[src/rtl/clre_pkg.sv]
// ----------------------------------------------------------------------------
// clre_pkg: shared types and constants of the colour register encoder
// Configuration struct, field layouts, register indexes and arithmetic
// constants used by all pipeline stages.
// ----------------------------------------------------------------------------
package clre_pkg;

  localparam int unsigned LevelW         = 16;
  localparam int unsigned ChanW          = 8;
  localparam int unsigned SlotW          = 4;
  localparam int unsigned WordW          = 32;
  localparam int unsigned LumaW          = 24;
  localparam int unsigned IndexLimit     = 256;
  localparam int unsigned PaletteEntries = 16;
  localparam int unsigned LumaR          = 77;
  localparam int unsigned LumaG          = 151;
  localparam int unsigned LumaB          = 28;
  localparam int unsigned RoundBias      = 32'h7FFF;
  localparam int unsigned CfgDataW       = 3;
  localparam int unsigned CfgIndexW      = 2;
  // Width of the rounding sum: a level scaled by up to 2^8 plus one guard bit.
  localparam int unsigned AccW           = LevelW + ChanW + 1;

  // Configuration register indexes.
  typedef enum logic [CfgIndexW-1:0] {
    REG_PIXEL_DEPTH    = 2'd0,
    REG_ALPHA_LAYOUT   = 2'd1,
    REG_VISUAL_KIND    = 2'd2,
    REG_GRAYSCALE_MODE = 2'd3
  } reg_idx_e;

  // Pixel depth codes; codes above DEPTH_32 behave as DEPTH_32.
  localparam logic [2:0] DEPTH_1  = 3'd0;
  localparam logic [2:0] DEPTH_8  = 3'd1;
  localparam logic [2:0] DEPTH_16 = 3'd2;
  localparam logic [2:0] DEPTH_24 = 3'd3;
  localparam logic [2:0] DEPTH_32 = 3'd4;

  localparam logic [1:0] VISUAL_TRUECOLOR = 2'd0;

  typedef struct packed {
    logic [2:0] pixel_depth;
    logic       alpha_layout;
    logic [1:0] visual_kind;
    logic       grayscale_mode;
  } cfg_t;

  // Field widths and offsets, channel order red, green, blue, alpha.
  typedef struct packed {
    logic [3:0][3:0] wid;
    logic [3:0][4:0] off;
  } layout_t;

  typedef struct packed {
    logic                        status;
    logic                        write;
    logic [SlotW-1:0]            slot;
    logic [3:0][LevelW-1:0]      level;
  } luma_stage_t;

  typedef struct packed {
    logic                        status;
    logic                        write;
    logic [SlotW-1:0]            slot;
    logic [3:0][ChanW-1:0]       chan;
  } round_stage_t;

  function automatic layout_t pick_layout(cfg_t cfg);
    layout_t l;
    l = '0;
    if (cfg.pixel_depth <= DEPTH_8) begin
      l.wid[0] = 4'd8;
      l.wid[1] = 4'd8;
      l.wid[2] = 4'd8;
    end else if (cfg.pixel_depth == DEPTH_16) begin
      l.wid[0] = 4'd5;
      l.off[1] = 5'd5;
      l.wid[2] = 4'd5;
      if (cfg.alpha_layout) begin
        l.wid[1] = 4'd5;
        l.off[2] = 5'd10;
        l.wid[3] = 4'd1;
        l.off[3] = 5'd15;
      end else begin
        l.wid[1] = 4'd6;
        l.off[2] = 5'd11;
      end
    end else begin
      l.wid[0] = 4'd8;
      l.wid[1] = 4'd8;
      l.off[1] = 5'd8;
      l.wid[2] = 4'd8;
      l.off[2] = 5'd16;
      if (cfg.pixel_depth != DEPTH_24) begin
        l.wid[3] = 4'd8;
        l.off[3] = 5'd24;
      end
    end
    return l;
  endfunction

endpackage

[src/rtl/clre_if.sv]
// ----------------------------------------------------------------------------
// clre_if: request and result channels of the colour register encoder
// Valid/ready channels carrying one colour-register write and one result.
// ----------------------------------------------------------------------------
interface clre_req_if;
  import clre_pkg::*;

  logic              valid;
  logic              ready;
  logic [LevelW-1:0] entry_index;
  logic [LevelW-1:0] red_level;
  logic [LevelW-1:0] green_level;
  logic [LevelW-1:0] blue_level;
  logic [LevelW-1:0] alpha_level;

  modport source (output valid, entry_index, red_level, green_level, blue_level,
                  alpha_level, input ready);
  modport sink (input valid, entry_index, red_level, green_level, blue_level,
                alpha_level, output ready);
endinterface

interface clre_rsp_if;
  import clre_pkg::*;

  logic             valid;
  logic             ready;
  logic             status;
  logic             palette_write;
  logic [SlotW-1:0] palette_slot;
  logic [WordW-1:0] palette_word;

  modport source (output valid, status, palette_write, palette_slot, palette_word,
                  input ready);
  modport sink (input valid, status, palette_write, palette_slot, palette_word,
                output ready);
endinterface

[src/rtl/clre_luma.sv]
// ----------------------------------------------------------------------------
// clre_luma: first pipeline stage
// Classifies the entry index and applies the optional grayscale weighting.
// ----------------------------------------------------------------------------
module clre_luma (
  input  logic                 clk_i,
  input  logic                 rst_ni,
  input  clre_pkg::cfg_t       cfg_i,
  clre_req_if.sink             req_i,
  output logic                 valid_o,
  input  logic                 ready_i,
  output clre_pkg::luma_stage_t data_o
);
  import clre_pkg::*;

  logic        valid_q;
  luma_stage_t data_q, data_d;
  logic [LumaW-1:0] luma_sum;
  logic [LevelW-1:0] luma;

  assign req_i.ready = !valid_q || ready_i;

  // Weighted sum fits in 24 bits since the weights add up to 256.
  assign luma_sum = {8'd0, req_i.red_level}   * LumaW'(LumaR)
                  + {8'd0, req_i.green_level} * LumaW'(LumaG)
                  + {8'd0, req_i.blue_level}  * LumaW'(LumaB);
  assign luma = luma_sum[LumaW-1:LumaW-LevelW];

  always_comb begin
    data_d        = '0;
    data_d.status = 1'b0;
    data_d.write  = 1'b0;
    if (req_i.entry_index >= LevelW'(IndexLimit)) begin
      data_d.status = 1'b1;
    end else if (cfg_i.visual_kind != VISUAL_TRUECOLOR) begin
      data_d.status = 1'b0;
    end else if (req_i.entry_index >= LevelW'(PaletteEntries)) begin
      data_d.status = 1'b1;
    end else begin
      data_d.write = (cfg_i.pixel_depth >= DEPTH_16);
    end
    data_d.slot = data_d.write ? req_i.entry_index[SlotW-1:0] : '0;
    if (cfg_i.grayscale_mode) begin
      data_d.level[0] = luma;
      data_d.level[1] = luma;
      data_d.level[2] = luma;
    end else begin
      data_d.level[0] = req_i.red_level;
      data_d.level[1] = req_i.green_level;
      data_d.level[2] = req_i.blue_level;
    end
    data_d.level[3] = req_i.alpha_level;
  end

  always_ff @(posedge clk_i or negedge rst_ni) begin
    if (!rst_ni) begin
      valid_q <= 1'b0;
    end else if (req_i.ready) begin
      valid_q <= req_i.valid;
    end
  end

  always_ff @(posedge clk_i) begin
    if (req_i.valid && req_i.ready) begin
      data_q <= data_d;
    end
  end

  assign valid_o = valid_q;
  assign data_o  = data_q;

endmodule

[src/rtl/clre_round.sv]
// ----------------------------------------------------------------------------
// clre_round: second pipeline stage
// Rounds each 16-bit level to the field width of the active layout.
// ----------------------------------------------------------------------------
module clre_round (
  input  logic                   clk_i,
  input  logic                   rst_ni,
  input  clre_pkg::cfg_t         cfg_i,
  input  logic                   valid_i,
  output logic                   ready_o,
  input  clre_pkg::luma_stage_t  data_i,
  output logic                   valid_o,
  input  logic                   ready_i,
  output clre_pkg::round_stage_t data_o
);
  import clre_pkg::*;

  logic         valid_q;
  round_stage_t data_q, data_d;
  layout_t      layout;
  logic [3:0][AccW-1:0] acc;

  assign layout  = pick_layout(cfg_i);
  assign ready_o = !valid_q || ready_i;

  // v * (2^w - 1) + 0x7FFF stays below 2^(16 + w), so the top bits fit the field.
  always_comb begin
    data_d.status = data_i.status;
    data_d.write  = data_i.write;
    data_d.slot   = data_i.slot;
    for (int i = 0; i < 4; i++) begin
      acc[i] = (AccW'(data_i.level[i]) << layout.wid[i]) - AccW'(data_i.level[i])
             + AccW'(RoundBias);
      data_d.chan[i] = acc[i][LevelW+ChanW-1:LevelW];
    end
  end

  always_ff @(posedge clk_i or negedge rst_ni) begin
    if (!rst_ni) begin
      valid_q <= 1'b0;
    end else if (ready_o) begin
      valid_q <= valid_i;
    end
  end

  always_ff @(posedge clk_i) begin
    if (valid_i && ready_o) begin
      data_q <= data_d;
    end
  end

  assign valid_o = valid_q;
  assign data_o  = data_q;

endmodule

[src/rtl/clre_pack.sv]
// ----------------------------------------------------------------------------
// clre_pack: third pipeline stage and output register
// Places the rounded channels at their offsets and forms the result word.
// ----------------------------------------------------------------------------
module clre_pack (
  input  logic                   clk_i,
  input  logic                   rst_ni,
  input  clre_pkg::cfg_t         cfg_i,
  input  logic                   valid_i,
  output logic                   ready_o,
  input  clre_pkg::round_stage_t data_i,
  clre_rsp_if.source             rsp_o
);
  import clre_pkg::*;

  logic             valid_q;
  logic             status_q;
  logic             write_q;
  logic [SlotW-1:0] slot_q;
  logic [WordW-1:0] word_q, word_d;
  layout_t          layout;

  assign layout  = pick_layout(cfg_i);
  assign ready_o = !valid_q || rsp_o.ready;

  always_comb begin
    word_d = '0;
    for (int i = 0; i < 4; i++) begin
      word_d = word_d | (WordW'(data_i.chan[i]) << layout.off[i]);
    end
    if (!data_i.write) begin
      word_d = '0;
    end
  end

  always_ff @(posedge clk_i or negedge rst_ni) begin
    if (!rst_ni) begin
      valid_q <= 1'b0;
    end else if (ready_o) begin
      valid_q <= valid_i;
    end
  end

  always_ff @(posedge clk_i) begin
    if (valid_i && ready_o) begin
      status_q <= data_i.status;
      write_q  <= data_i.write;
      slot_q   <= data_i.slot;
      word_q   <= word_d;
    end
  end

  assign rsp_o.valid         = valid_q;
  assign rsp_o.status        = status_q;
  assign rsp_o.palette_write = write_q;
  assign rsp_o.palette_slot  = slot_q;
  assign rsp_o.palette_word  = word_q;

endmodule

[src/rtl/colour_register_encode.sv]
// ----------------------------------------------------------------------------
// colour_register_encode: truecolor pseudo-palette encoder
// Turns one colour-register write into a status and an optional packed
// pseudo-palette word, in a three-stage valid/ready pipeline.
// ----------------------------------------------------------------------------
// The block takes one word per clock cycle while the result side takes words;
// results leave through the output register. The three register stages
// are the grayscale weighting with index check, the rounding of each channel
// to its field width, and the packing into the output register. Each stage
// holds one word and carries its own valid bit; the ready of the request side
// is the output ready passed back through the stages, so a full pipeline keeps
// accepting as long as the result side keeps taking words. Configuration is
// written through the plain write port and must only change while no word is
// in flight.
// ----------------------------------------------------------------------------
module colour_register_encode (
  input  logic                               clk_i,
  input  logic                               rst_ni,
  input  logic                               cfg_we_i,
  input  logic [clre_pkg::CfgIndexW-1:0]     cfg_index_i,
  input  logic [clre_pkg::CfgDataW-1:0]      cfg_data_i,
  clre_req_if.sink                           req_i,
  clre_rsp_if.source                         rsp_o
);
  import clre_pkg::*;

  cfg_t         cfg_q;
  logic         s1_valid, s1_ready;
  luma_stage_t  s1_data;
  logic         s2_valid, s2_ready;
  round_stage_t s2_data;

  // Configuration registers, loaded whenever the write enable is high.
  always_ff @(posedge clk_i or negedge rst_ni) begin
    if (!rst_ni) begin
      cfg_q.pixel_depth    <= DEPTH_16;
      cfg_q.alpha_layout   <= 1'b0;
      cfg_q.visual_kind    <= VISUAL_TRUECOLOR;
      cfg_q.grayscale_mode <= 1'b0;
    end else if (cfg_we_i) begin
      case (reg_idx_e'(cfg_index_i))
        REG_PIXEL_DEPTH:    cfg_q.pixel_depth    <= cfg_data_i;
        REG_ALPHA_LAYOUT:   cfg_q.alpha_layout   <= cfg_data_i[0];
        REG_VISUAL_KIND:    cfg_q.visual_kind    <= cfg_data_i[1:0];
        REG_GRAYSCALE_MODE: cfg_q.grayscale_mode <= cfg_data_i[0];
        default: begin
        end
      endcase
    end
  end

  // Stage one: index classification and grayscale weighting.
  clre_luma u_luma (
    .clk_i   (clk_i),
    .rst_ni  (rst_ni),
    .cfg_i   (cfg_q),
    .req_i   (req_i),
    .valid_o (s1_valid),
    .ready_i (s1_ready),
    .data_o  (s1_data)
  );

  // Stage two: rounding of each channel to its field width.
  clre_round u_round (
    .clk_i   (clk_i),
    .rst_ni  (rst_ni),
    .cfg_i   (cfg_q),
    .valid_i (s1_valid),
    .ready_o (s1_ready),
    .data_i  (s1_data),
    .valid_o (s2_valid),
    .ready_i (s2_ready),
    .data_o  (s2_data)
  );

  // Stage three: packing into the output register.
  clre_pack u_pack (
    .clk_i   (clk_i),
    .rst_ni  (rst_ni),
    .cfg_i   (cfg_q),
    .valid_i (s2_valid),
    .ready_o (s2_ready),
    .data_i  (s2_data),
    .rsp_o   (rsp_o)
  );

`ifndef ASSERT_OFF
  // A stored palette word always comes with an accepted status.
  assert property (@(posedge clk_i) disable iff (!rst_ni)
    rsp_o.valid && rsp_o.palette_write |-> !rsp_o.status)
    else $error("palette write reported with error status");

  // Without a palette write the slot and word are cleared.
  assert property (@(posedge clk_i) disable iff (!rst_ni)
    rsp_o.valid && !rsp_o.palette_write |-> rsp_o.palette_slot == '0 &&
                                            rsp_o.palette_word == '0)
    else $error("slot or word set on a result without palette write");

  // The request side only stalls when the result side holds back a word.
  assert property (@(posedge clk_i) disable iff (!rst_ni)
    !req_i.ready |-> rsp_o.valid && !rsp_o.ready)
    else $error("request stalled while the result side is free");
`endif

endmodule
[src/flat_wrapper.sv]
// flat-port wrapper written by rule: the top's interface ports become plain ports
module colour_register_encode_flat import clre_pkg::*;
  (clk_i, rst_ni, cfg_we_i, cfg_index_i, cfg_data_i, req_i_valid, req_i_entry_index, req_i_red_level, req_i_green_level, req_i_blue_level, req_i_alpha_level, req_i_ready, rsp_o_valid, rsp_o_status, rsp_o_palette_write, rsp_o_palette_slot, rsp_o_palette_word, rsp_o_ready);
  clre_req_if req_i_i ();
  clre_rsp_if rsp_o_i ();
  input  logic clk_i;
  input  logic rst_ni;
  input  logic cfg_we_i;
  input  logic [clre_pkg::CfgIndexW-1:0] cfg_index_i;
  input  logic [clre_pkg::CfgDataW-1:0] cfg_data_i;
  input wire logic [$bits(req_i_i.valid)-1:0] req_i_valid;
  input wire logic [$bits(req_i_i.entry_index)-1:0] req_i_entry_index;
  input wire logic [$bits(req_i_i.red_level)-1:0] req_i_red_level;
  input wire logic [$bits(req_i_i.green_level)-1:0] req_i_green_level;
  input wire logic [$bits(req_i_i.blue_level)-1:0] req_i_blue_level;
  input wire logic [$bits(req_i_i.alpha_level)-1:0] req_i_alpha_level;
  output wire logic [$bits(req_i_i.ready)-1:0] req_i_ready;
  output wire logic [$bits(rsp_o_i.valid)-1:0] rsp_o_valid;
  output wire logic [$bits(rsp_o_i.status)-1:0] rsp_o_status;
  output wire logic [$bits(rsp_o_i.palette_write)-1:0] rsp_o_palette_write;
  output wire logic [$bits(rsp_o_i.palette_slot)-1:0] rsp_o_palette_slot;
  output wire logic [$bits(rsp_o_i.palette_word)-1:0] rsp_o_palette_word;
  input wire logic [$bits(rsp_o_i.ready)-1:0] rsp_o_ready;
  assign req_i_i.valid = req_i_valid;
  assign req_i_i.entry_index = req_i_entry_index;
  assign req_i_i.red_level = req_i_red_level;
  assign req_i_i.green_level = req_i_green_level;
  assign req_i_i.blue_level = req_i_blue_level;
  assign req_i_i.alpha_level = req_i_alpha_level;
  assign req_i_ready = req_i_i.ready;
  assign rsp_o_valid = rsp_o_i.valid;
  assign rsp_o_status = rsp_o_i.status;
  assign rsp_o_palette_write = rsp_o_i.palette_write;
  assign rsp_o_palette_slot = rsp_o_i.palette_slot;
  assign rsp_o_palette_word = rsp_o_i.palette_word;
  assign rsp_o_i.ready = rsp_o_ready;
  colour_register_encode u_core (.clk_i(clk_i), .rst_ni(rst_ni), .cfg_we_i(cfg_we_i), .cfg_index_i(cfg_index_i), .cfg_data_i(cfg_data_i), .req_i(req_i_i), .rsp_o(rsp_o_i));
endmodule
[config.mk]
export PLATFORM = sky130hd
export DESIGN_NAME = colour_register_encode_flat
export DESIGN_NICKNAME = d
export VERILOG_FILES = /design/src/rtl/clre_pkg.sv /design/src/rtl/clre_if.sv /design/src/rtl/clre_luma.sv /design/src/rtl/clre_round.sv /design/src/rtl/clre_pack.sv /design/src/rtl/colour_register_encode.sv /design/src/flat_wrapper.sv
export SDC_FILE = /design/constraint.sdc
export NUM_CORES = 1
export LEC_CHECK = 0
export ABC_AREA = 0
export BUFFER_PORTS_ARGS = -buffer_cell sky130_fd_sc_hd__buf_2
export CAP_MARGIN = 25
export CORE_UTILIZATION = 57
export CTS_CLUSTER_DIAMETER = 80
export DETAILED_ROUTE_END_ITERATION = 10
export PLACE_DENSITY = 0.79
export SYNTH_ARGS = -nofsm -noshare
export SYNTH_HDL_FRONTEND = slang
export SYNTH_HIERARCHICAL = 1
export SYNTH_SLANG_ARGS = --single-unit
[constraint.sdc]
create_clock -name clk_i -period 3.65 [get_ports clk_i]
set_input_delay 0.73 -clock clk_i [delete_from_list [all_inputs] [get_ports clk_i]]
set_output_delay 0.73 -clock clk_i [all_outputs]
set_load 0.02 [all_outputs]
## Yosys cells after proc, flatten, opt, wreduce, memory -nomap -nowiden

Index checks and enable logic that the tools add are counted.

| word-level totals | value |
|---|---|
| input port bits | 90 |
| memories | 0 |
| bits in registers | 156 |
| memory bits (read-only) | 0 |
| bits in latches | 0 |
| RAM bits | 0 |
| word-level logic and storage cells | 88 |

| cells by class | value |
|---|---|
| muxes and demuxes | 16 |
| multiply operators | 3 |
| shifts and indexed selects | 7 |
| divide/modulo/power cells | 0 |
| bitwise logic cells | 3 |
| equality and inequality tests | 5 |
| order comparisons | 4 |
| add/subtract/negate cells | 10 |
| reduce and logical (&&, ||, !) cells | 15 |

Operators by type and width:

| cell | count |
|---|---|
| $add A24 B15 Y24 const B | 4 |
| $shl A16 B4 Y24 | 4 |
| $shl A8 B5 Y32 | 3 |
| $sub A24 B16 Y24 | 4 |
| $or A32 B32 Y32 | 2 |
| $mux W48 | 1 |
| $or A8 B32 Y32 | 1 |
| $mux W31 | 1 |
| $add A23 B24 Y24 | 1 |
| $add A24 B21 Y24 | 1 |
| $mul A16 B8 Y24 const B | 1 |
| $mul A16 B7 Y23 const B | 1 |
| $mul A16 B3 Y19 const B | 1 |
| $ge A16 B5 Y1 const B | 1 |
| $ge A16 B9 Y1 const B | 1 |
| $mux W15 | 1 |
| $mux W12 | 1 |
| $mux W4 | 3 |
| $reduce_and A2 Y1 | 4 |
| $mux W1 | 7 |
| $mux W5 | 1 |
| $eq A2 B2 Y1 const B | 2 |
| $eq A3 B2 Y1 const B | 1 |
| $ge A3 B2 Y1 const B | 1 |
| 9 further kinds | 15 |

## Depth between registers and ports, before layout

Gate-level depths: netlist of run 1.

| logic depth | value |
|---|---|
| depth after elaboration | 8 |
| mapped depth | 26 |
| gate-level depth less buffers | 25 |

## Hierarchy

Netlist of run 1, hierarchy kept.

Modules (own cells, without submodules):

| module | cells an instance | area an instance (µm²) | times used |
|---|---|---|---|
| clre_luma | 819 | 8861.0 | 1 |
| clre_round | 694 | 5730.5 | 1 |
| clre_pack | 136 | 1879.3 | 1 |
| colour_register_encode | 18 | 294.0 | 1 |

## Worst setup path after synthesis of run 1

OpenSTA, ideal clock, no wires.

| timing path | value |
|---|---|
| path kind | input-to-reg |
| start | in req_i_blue_level[0] |
| end | reg u_core.u_luma.data_q, in the netlist u_core/u_luma/data_o[13] (data pin) |
| arrival time | 5917 ps |
| required time | 3378 ps |
| stages on the path | 26 |
| slack | -2539 ps |
| cells stage by stage | fa_1 -> ha_1 -> inv_1 -> fa_1 -> nor2b_4 -> o31a_1 -> o41ai_2 -> nand2_1 -> a21o_1 -> a21oi_1 -> xor2_1 -> fa_1 -> inv_1 -> fa_1 -> inv_1 -> fa_1 -> inv_1 -> ha_1 -> clkbuf_1 -> a21oi_1 -> o21a_1 -> o221a_2 -> o221ai_1 -> a31oi_1 -> o41ai_1 -> a21boi_0 |

RTL lines:

| element | line | RTL |
|---|---|---|
| start, declared | flat_wrapper.sv:15 | `input wire logic [$bits(req_i_i.blue_level)-1:0] req_i_blue_level;` |
| end signal, assigned | clre_luma.sv:65 | `data_q <= data_d;` |
| end, declared | clre_luma.sv:17 | `luma_stage_t data_q, data_d;` |

==> results of run 1 <==
[final timing paths]
kind,endpoint,startpoint,depth (start not counted)
min in group clk_i,u_core/u_round/data_o[36],u_core/u_luma/data_o[68],0
min reg2reg,u_core/u_round/data_o[36],u_core/u_luma/data_o[68],0
max reg2reg,u_core/u_round/data_o[29],u_core/cfg_q[5],17
min,u_core/cfg_q[4],rst_ni,1
max in group asynchronous,u_core/cfg_q[5],rst_ni,1
max,u_core/u_luma/data_o[15],req_i_blue_level[0],24
[metrics by stage]
stage	util	std cells	area, um2
detailed placement	0.667	2320	19200
global placement	0.667	2320	19200
floorplan	-	1678	17000
global route	0.717	2374	20700
finish	0.717	2374	20700
CTS	0.702	2364	20300
[flip-flops by register name (all words and copies together), names as in the netlist, 4 cells and up]
signal	cells
u_core/u_luma/data_o	70
u_core/u_round/data_o	38
u_core/u_pack/rsp_o.palette_word	32
u_core/cfg_q	7
u_core/u_pack/rsp_o.palette_slot	4
[cell families after synthesis]
| family | Yosys count |
|---|---|
| fa+ha+maj | 401 |
| compound gates | 362 |
| simple gates | 331 |
| buf+inv | 330 |
| flops | 156 |
| xor+xnor | 53 |
| mux | 33 |
| other cells | 1 |
[critical path, stage by stage]
cell and delay [ns]:
buf_8 0.11, fa_1 0.48, ha_2 0.21, buf_4 0.13
buf_4 0.12, a211o_1 0.25, o211ai_1 0.15, nand2b_1 0.12
a21oi_2 0.15, xor2_1 0.09, fa_1 0.50, inv_2 0.05
fa_1 0.51, inv_2 0.05, fa_1 0.54, inv_2 0.05
ha_4 0.29, nand2_1 0.08, o21a_1 0.22, o21a_1 0.16
o311a_4 0.39, nor3_1 0.36, mux2i_2 0.31, a21oi_1 0.07
[area by class of cell]
| type | count | area, um2 | share of cell area |
|---|---|---|---|
| clock buffers | 17 | 425 | 0.0206 |
| clock inverters | 15 | 188 | 0.00907 |
| inverters | 290 | 1090 | 0.0526 |
| multi-input cells | 1192 | 11600 | 0.563 |
| flip-flops and latches | 156 | 4640 | 0.224 |
| well taps | 384 | 480 | 0.0232 |
| repair buffers | 320 | 2210 | 0.107 |
[Yosys cell counts, drive strengths merged, types with 6 or more instances]
cell type,count,area [um2]
inv,290,1090
and3,16,100
o21bai,6,45.0
nand2,105,394
o21ai,100,500
fa,134,2680
a21oi,95,483
a21boi,7,52.6
a211o,8,71.3
o211ai,7,52.6
o2bb2ai,8,70.1
nand3b,7,52.6
mux2i,25,250
o21a,30,225
nor2b,11,76.3
xor2,19,166
o31a,9,78.8
buf,10,56.3
ha,267,3340
xnor2,34,298
o22ai,6,37.5
nor3,14,70.1
and2,16,100
nor2,68,258
nand2b,26,163
nand3,20,100
clkbuf,30,114
a31oi,12,87.6
mux2,8,90.1
a211oi,8,60.1
a21o,33,250
nand4,13,81.3
edfxtp,146,4380
or3,6,37.5
dfrtp,9,225
[per-layer routing]
layer  global-route usage  part of all wire  wire, um
met5                    0                 0         0
met4                0.121             0.043      1840
met3               0.0463             0.064      2750
met2                0.503              0.50     21700
met1                0.340              0.39     16900
[what timing repair did]
action                                  CTS  global route
setup buffers                            12             9
gates resized for setup                  85            70
endpoints found under the setup margin   50            65
cloned                                    0             1
pin swaps                                29            20
==> impl_metrics.ini, run 1 <==
[outcome]
status = finished with violations
violations = negative setup slack

[detailed_routing]
wl_per_cell_um = 18.2
drtPass1Iterations = 6
drtIter0Drc = 1106
drt_wl_total_um = 43100
ant_nets = 0
via_count = 13800
drc = 0
viasPerCell = 5.81

[timing]
fin_ws_ns = -2.32
rsz0062_at_grt = true
slew_headroom = 0.446
skew_ns = 0.0145
fmax_ghz = 0.167
tightestPinTransition_ns = 0.831
fin_crit_sh = 1.64
period_minus_slack_ns = 5.97
setup_violations = 49
slew_violations = 0
setup_tns_ns = -94.46
hold_viol = 0
whs_ns = 0.140

[critical_path]
required_ns = 3.82
ff2ff_setup_slack_ns = -0.05
crit_path_start_kind = input port
worstSetupPathType = in -> reg
end_kind = register
path_max_fanout = 4
crit_arrival_ns = 6.15

[synthesis]
syn_area_per_cell_um2 = 10.1
synth-simple-area-share = 0.101
synth-edff-count = 146
synth_xor_area_frac = 0.0277
synth-compound-area-share = 0.140
synth-async-reset-ratio = 0.0641
synth_cell_type_count = 82
yosysWarnings = 6
synth_ff_type = edfxtp_1
synth_cells = 1667
synth_top_family_by_area = adder cells
synthMuxAreaShare = 0.0203
synth-seq-cells = 156
seq_area_frac_synth = 0.277
synthAdderAreaFrac = 0.359
synth_area_um2 = 16800

[floorplanning]
initial_core_util = 0.581
die_area_um2 = 30100
core_um2 = 28900
pin_count = 130
die_x_um = 174
die_h_um = 174
rows = 62

[global_routing]
grt_first_pass_wirelength_um = 67400
grtUsageTotal = 0.284
grt_max_degree = 61
grt_pass1_vias = 14000
overflow = 0
antenna_found_initial = 0

[placement]
port_buffers = 129
gp_congestion = 0.931
dpl.hpwl_um = 32900
pre_cts_ws_ns = -2.86

[final_layout]
antenna_cells = 0
area_delta_synth_final_pct = 23.4
mostFrequentLayoutCells = inv_1, ha_1, buf_4
fillers = 1873
layout_commonest_cell = inv_1
drive_above_1_share = 0.257
layout.nets = 2468

[clock_tree]
cts_buffer_depth = 2
cts.clk_slew.worst_paths_ns = 0.08
cts_hold_buf = 0
cts_buffers = 17
cts_tree = done
root_buffer = clkbuf_16
worstSkewPairLatency_ns = 0.44
cts.sinks = 156
htreeDepth = 4

[worst_hold_path]
hold_class = in -> async

[flow_run]
max-cap-violations = 0
Power of run 1 is not shown: default switching activity piles up to over one toggle a cycle in this logic, so the estimate is an artifact.
==> inputs of run 2 (changes only) <==
Settings changed: CORE_MARGIN from default to 2, SLEW_MARGIN from default to 20, SYNTH_HIERARCHICAL 1 to default.
==> run 2 against run 1 <==
The run still ends with negative setup slack left. Die area grew 0.24%. Core utilization decreased by 0.16 points. Register-to-register slack better by 0.08 ns. Sequential share of layout area grew 0.30 points. Global-route usage is 0.98 points lower. Non-clock buffer count down 10. Fmax grew 3.1%. Routed wire length fell by 4.1%. Worst hold slack improved by 0.013 ns. Cell count down 1.9%. Flip-flop and latch count stayed put. Via count down 5.8%. Largest cell class unchanged. Highest routed layer unchanged.
==> impl_metrics.ini, run 2 <==
[outcome]
status = finished with violations
violations = negative setup slack

[critical_path]
worstSetupPathType = in -> reg
required_ns = 3.83
path_max_fanout = 4
end_kind = register
crit_path_start_kind = input port
reg2reg_depth = 15
crit_arrival_ns = 5.97

[synthesis]
synth-async-reset-ratio = 0.0641
synth_cells = 1630
synth_area_um2 = 16400
syn_area_per_cell_um2 = 10.1
synth_top_area_share = 0.267
synth_ff_type = edfxtp_1
synthTopCellsByArea = edfxtp_1, ha_1, fa_1
synth-edff-count = 146
yosysMostFrequentCell = inv_1
synth_cell_type_count = 70
yosysWarnings = 0
synth_top_area_cell = edfxtp_1
synth-seq-cells = 156
seq_area_frac_synth = 0.282
synth_common_cells = inv_1, ha_1, edfxtp_1, fa_1, nand2_1

[floorplanning]
die_area_um2 = 30200
die_x_um = 174
pin_count = 130
core_um2 = 28500
initial_core_util = 0.575
rows = 62
die_h_um = 174

[flow_run]
max-cap-violations = 0

[global_routing]
grt_pass1_vias = 13600
antenna_found_initial = 0
grt_first_pass_wirelength_um = 65800
grtUsageTotal = 0.274
overflow = 0
grt_max_degree = 71

[detailed_routing]
wl_per_cell_um = 17.8
viasPerCell = 5.58
drt_wl_total_um = 41400
ant_nets = 0
drtIter0Drc = 788
drtPass1Iterations = 5
drc = 0
via_count = 13000

[timing]
setup_tns_ns = -93.68
slew_violations = 0
rsz0062_at_grt = true
whs_ns = 0.152
fin_ws_ns = -2.14
hold_viol = 0
fin_crit_sh = 1.59
tightestPinTransition_ns = 0.825
setup_violations = 48
fmax_ghz = 0.173
period_minus_slack_ns = 5.79
slew_headroom = 0.450
skew_ns = 0.0114

[clock_tree]
cts_tree = done
worstSkewPairLatency_ns = 0.44
root_buffer = clkbuf_16
cts_hold_buf = 0
cts_buffer_depth = 2
htreeDepth = 4
cts.clk_slew.worst_paths_ns = 0.07
cts.sinks = 156
cts_buffers = 17

[final_layout]
fillers = 2009
instances_no_fill = 2329
mostFrequentLayoutCells = inv_1, ha_1, buf_4
area_delta_synth_final_pct = 24.4
layout_commonest_cell = inv_1
layout.nets = 2423
drive_above_1_share = 0.261
multi_input_area_um2 = 11400
largest_reg_flops = 70
antenna_cells = 0
seqCellArea_um2 = 4640

[placement]
dpl.hpwl_um = 32300
pre_cts_ws_ns = -2.81
gp_congestion = 0.957
port_buffers = 129
dp_cells = 2269

[worst_hold_path]
hold_class = in -> async
[run 2: cell type report]
| class | count | share of cell area |
|---|---|---|
| multi-input combinational | 1155 | 0.559 |
| sequential | 156 | 0.227 |
| timing repair buffer | 310 | 0.107 |
| inverter | 292 | 0.0537 |
| tap | 384 | 0.0235 |
| clock buffer | 17 | 0.0208 |
| clock inverter | 15 | 0.00901 |
[run 2: path summary, 6_finish.rpt]
path / from / endpoint / slack [ns]
max in group asynchronous: rst_ni / u_core.cfg_q[5] / 3.22
hold reg to reg: u_core.u_round.data_o[33] / u_core.u_pack.rsp_o.palette_slot[1] / 0.43
min in group clk_i: u_core.u_round.data_o[33] / u_core.u_pack.rsp_o.palette_slot[1] / 0.43
setup / recovery: req_i_blue_level[10] / u_core.u_luma.data_o[47] / -2.14
setup reg to reg: u_core.cfg_q[6] / u_core.u_round.data_o[30] / 0.03
hold / removal: rst_ni / u_core.u_round.valid_o / 0.15
[run 2: cells by family (layout without fill, tap and decap cells)]
group,Yosys count,in the layout,share of synthesized area
muxes,39,39,0.0252
and+or+nand+nor,325,325,0.0948
adders and majority gates,401,401,0.367
buffers and inverters,330,634,0.0758
DFF,156,156,0.282
AOI/OAI and AO/OA,330,330,0.129
xor gates and xnor gates,48,48,0.0256
other,1,12,0.000228
[run 2: repair_timing]
item | CTS | global route
endpoints found under the setup margin | 56 | 68
pin swaps | 64 | 41
gates cloned | 0 | 2
buffers inserted | 13 | 16
resized for setup | 76 | 86
[run 2: metal layers]
| metal | track usage | routed length [um] | share of wire |
|---|---|---|---|
| met1 | 0.322 | 17000 | 0.41 |
| met2 | 0.497 | 21100 | 0.51 |
| met3 | 0.0417 | 1750 | 0.042 |
| met4 | 0.118 | 1590 | 0.039 |
| met5 | 0 | 0 | 0 |
[run 2: metrics by stage]
step                       util  cell area [um2]
after floorplan               -            16700
after global placement    0.660            18900
after detailed placement  0.660            18900
after CTS                 0.697            19900
after global routing      0.715            20400
final                     0.715            20400
[run 2: critical path: stages]
cell	delay [ns]
buf_2	0.14
fa_1	0.48
ha_1	0.32
a21o_1	0.21
a21oi_2	0.12
o21bai_1	0.11
a211oi_2	0.24
nor2_2	0.06
a221o_1	0.33
a211oi_2	0.24
ha_1	0.27
inv_1	0.07
fa_1	0.43
fa_1	0.49
inv_1	0.06
ha_4	0.21
a21o_1	0.17
a21o_1	0.18
a221o_1	0.40
a221oi_4	0.31
mux2i_2	0.30
a21oi_1	0.08
Power of run 2 is left out for the same reason.
==> inputs of run 3 (changes only) <==
Settings changed: CORE_ASPECT_RATIO from default to 1.75.
==> run 3 against run 2 <==
The run still ends with negative setup slack left. Setup slack got worse by 0.11 ns. Register-to-register slack improved by 0.10 ns. Routed wire length increased by 4.2%. Count of clock-buffer cells in the layout increased by 7. Clock skew decreased by 0.0018 ns. Via count increased by 1.0%.
==> impl_metrics.ini, run 3 (synthesized netlist as in run 2, its figures left out) <==
[detailed_routing]
drtPass1Iterations = 5
ant_nets = 0
drt_wl_total_um = 43100
via_count = 13100
drtIter0Drc = 703
viasPerCell = 5.68
drc = 0
wl_per_cell_um = 18.6

[timing]
fin_crit_sh = 1.62
skew_ns = 0.00964
tightestPinTransition_ns = 0.772
whs_ns = 0.135
period_minus_slack_ns = 5.90
slew_headroom = 0.485
slew_violations = 0
rsz0062_at_grt = true
hold_viol = 0
fmax_ghz = 0.169
setup_violations = 48
fin_ws_ns = -2.25

[clock_tree]
worstSkewPairLatency_ns = 0.44
cts_tree = done
htreeDepth = 4
cts.sinks = 156
cts_buffer_depth = 2
cts_buffers = 17
cts.clk_slew.worst_paths_ns = 0.07
root_buffer = clkbuf_16

[final_layout]
layout_commonest_cell = inv_1
drive_above_1_share = 0.250
antenna_cells = 0
area_delta_synth_final_pct = 23.3
instances_no_fill = 2313
largest_reg_flops = 70
utilization = 0.710
layout.nets = 2413
fillers = 2006
mostFrequentLayoutCells = inv_1, ha_1, buf_4

[floorplanning]
pin_count = 130
die_x_um = 132
rows = 82
initial_core_util = 0.576
core_um2 = 28500
die_h_um = 228
die_area_um2 = 30200

[critical_path]
slowest_delay_ns = 0.54
path_common_cell = fa_1
reg2reg_depth = 13
r2r_start = u_core.cfg_q[4]
end_kind = register
crit_arrival_ns = 6.09
cp-endpoint = u_core.u_luma.data_o[15]
worstSetupPathType = in -> reg
required_ns = 3.84
path_max_fanout = 5
ff2ff_setup_slack_ns = 0.13
crit_path_start_kind = input port
crit-reg2reg-capture = u_core.u_round.data_o[10]
startpoint = req_i_blue_level[2]
cp_slowest_cell = fa_1

[placement]
gp_congestion = 0.925
dp_cells = 2261
port_buffers = 129
pre_cts_ws_ns = -2.86
dpl.hpwl_um = 34100

[outcome]
violations = negative setup slack
status = finished with violations

[global_routing]
grt_first_pass_wirelength_um = 67200
grtUsageTotal = 0.286
busiest_layer = met2
grt_use_met2 = 0.549
grtUsageMet3 = 0.0373
grtUsageMet1 = 0.265
antenna_found_initial = 0
grt_max_degree = 58
grt_pass1_vias = 14000
overflow = 0

[worst_hold_path]
hold_class = in -> async

[flow_run]
max-cap-violations = 0
-- run 3: how the worst min path moves through the flow --
| stage | slack (ns) | endpoint |
|---|---|---|
| 2_1_floorplan | 0.40 | u_core.u_pack.rsp_o.palette_slot[0] |
| 3_3_place_gp | 0.40 | u_core.u_round.data_o[36] |
| 3_5_place_dp | 0.41 | u_core.u_round.data_o[32] |
| 4_1_cts | 0.12 | u_core.u_round.valid_o |
| 5_1_grt | 0.14 | u_core.cfg_q[4] |
| 6_report | 0.13 | u_core.u_round.valid_o |
-- run 3: metrics by stage --
step	setup TNS, ns	cell area (um2)
finish	-95.94	20200
global route	-103.41	20200
CTS	-88.30	19900
detailed placement	-117.46	18800
global placement	-112.60	18800
floorplan	-86.43	16700
-- run 3: area by class of cell --
cell class | instances | area, um2 | share of cell area
tap | 378 | 473 | 0.0234
sequential | 156 | 4640 | 0.229
clock buffer | 24 | 547 | 0.0270
multi-input combinational | 1156 | 11400 | 0.561
clock inverter | 8 | 62.6 | 0.00309
inverter | 292 | 1100 | 0.0541
timing repair buffer | 299 | 2070 | 0.102
-- run 3: critical path, delay by kind of cell --
kind	cells	cell delay, ns
compound gates	11	1.82
fa+ha+maj	7	2.74
mux	1	0.30
buf+inv	5	0.30
simple gates	1	0.19
-- run 3: repair_timing --
action,4_1_cts,5_1_grt
pin swaps,60,35
buffers inserted,11,7
gates cloned,0,2
gates resized for setup,80,67
hold endpoints to repair,0,0
setup endpoints to repair,53,62
hold buffers,0,0
-- run 3: layer usage --
metal  share of wire  vias up
li1                -     6162
met1            0.32     6295
met2            0.55      455
met3           0.039      223
met4           0.090        0
met5               0        -
Power of run 3 is left out for the same reason.
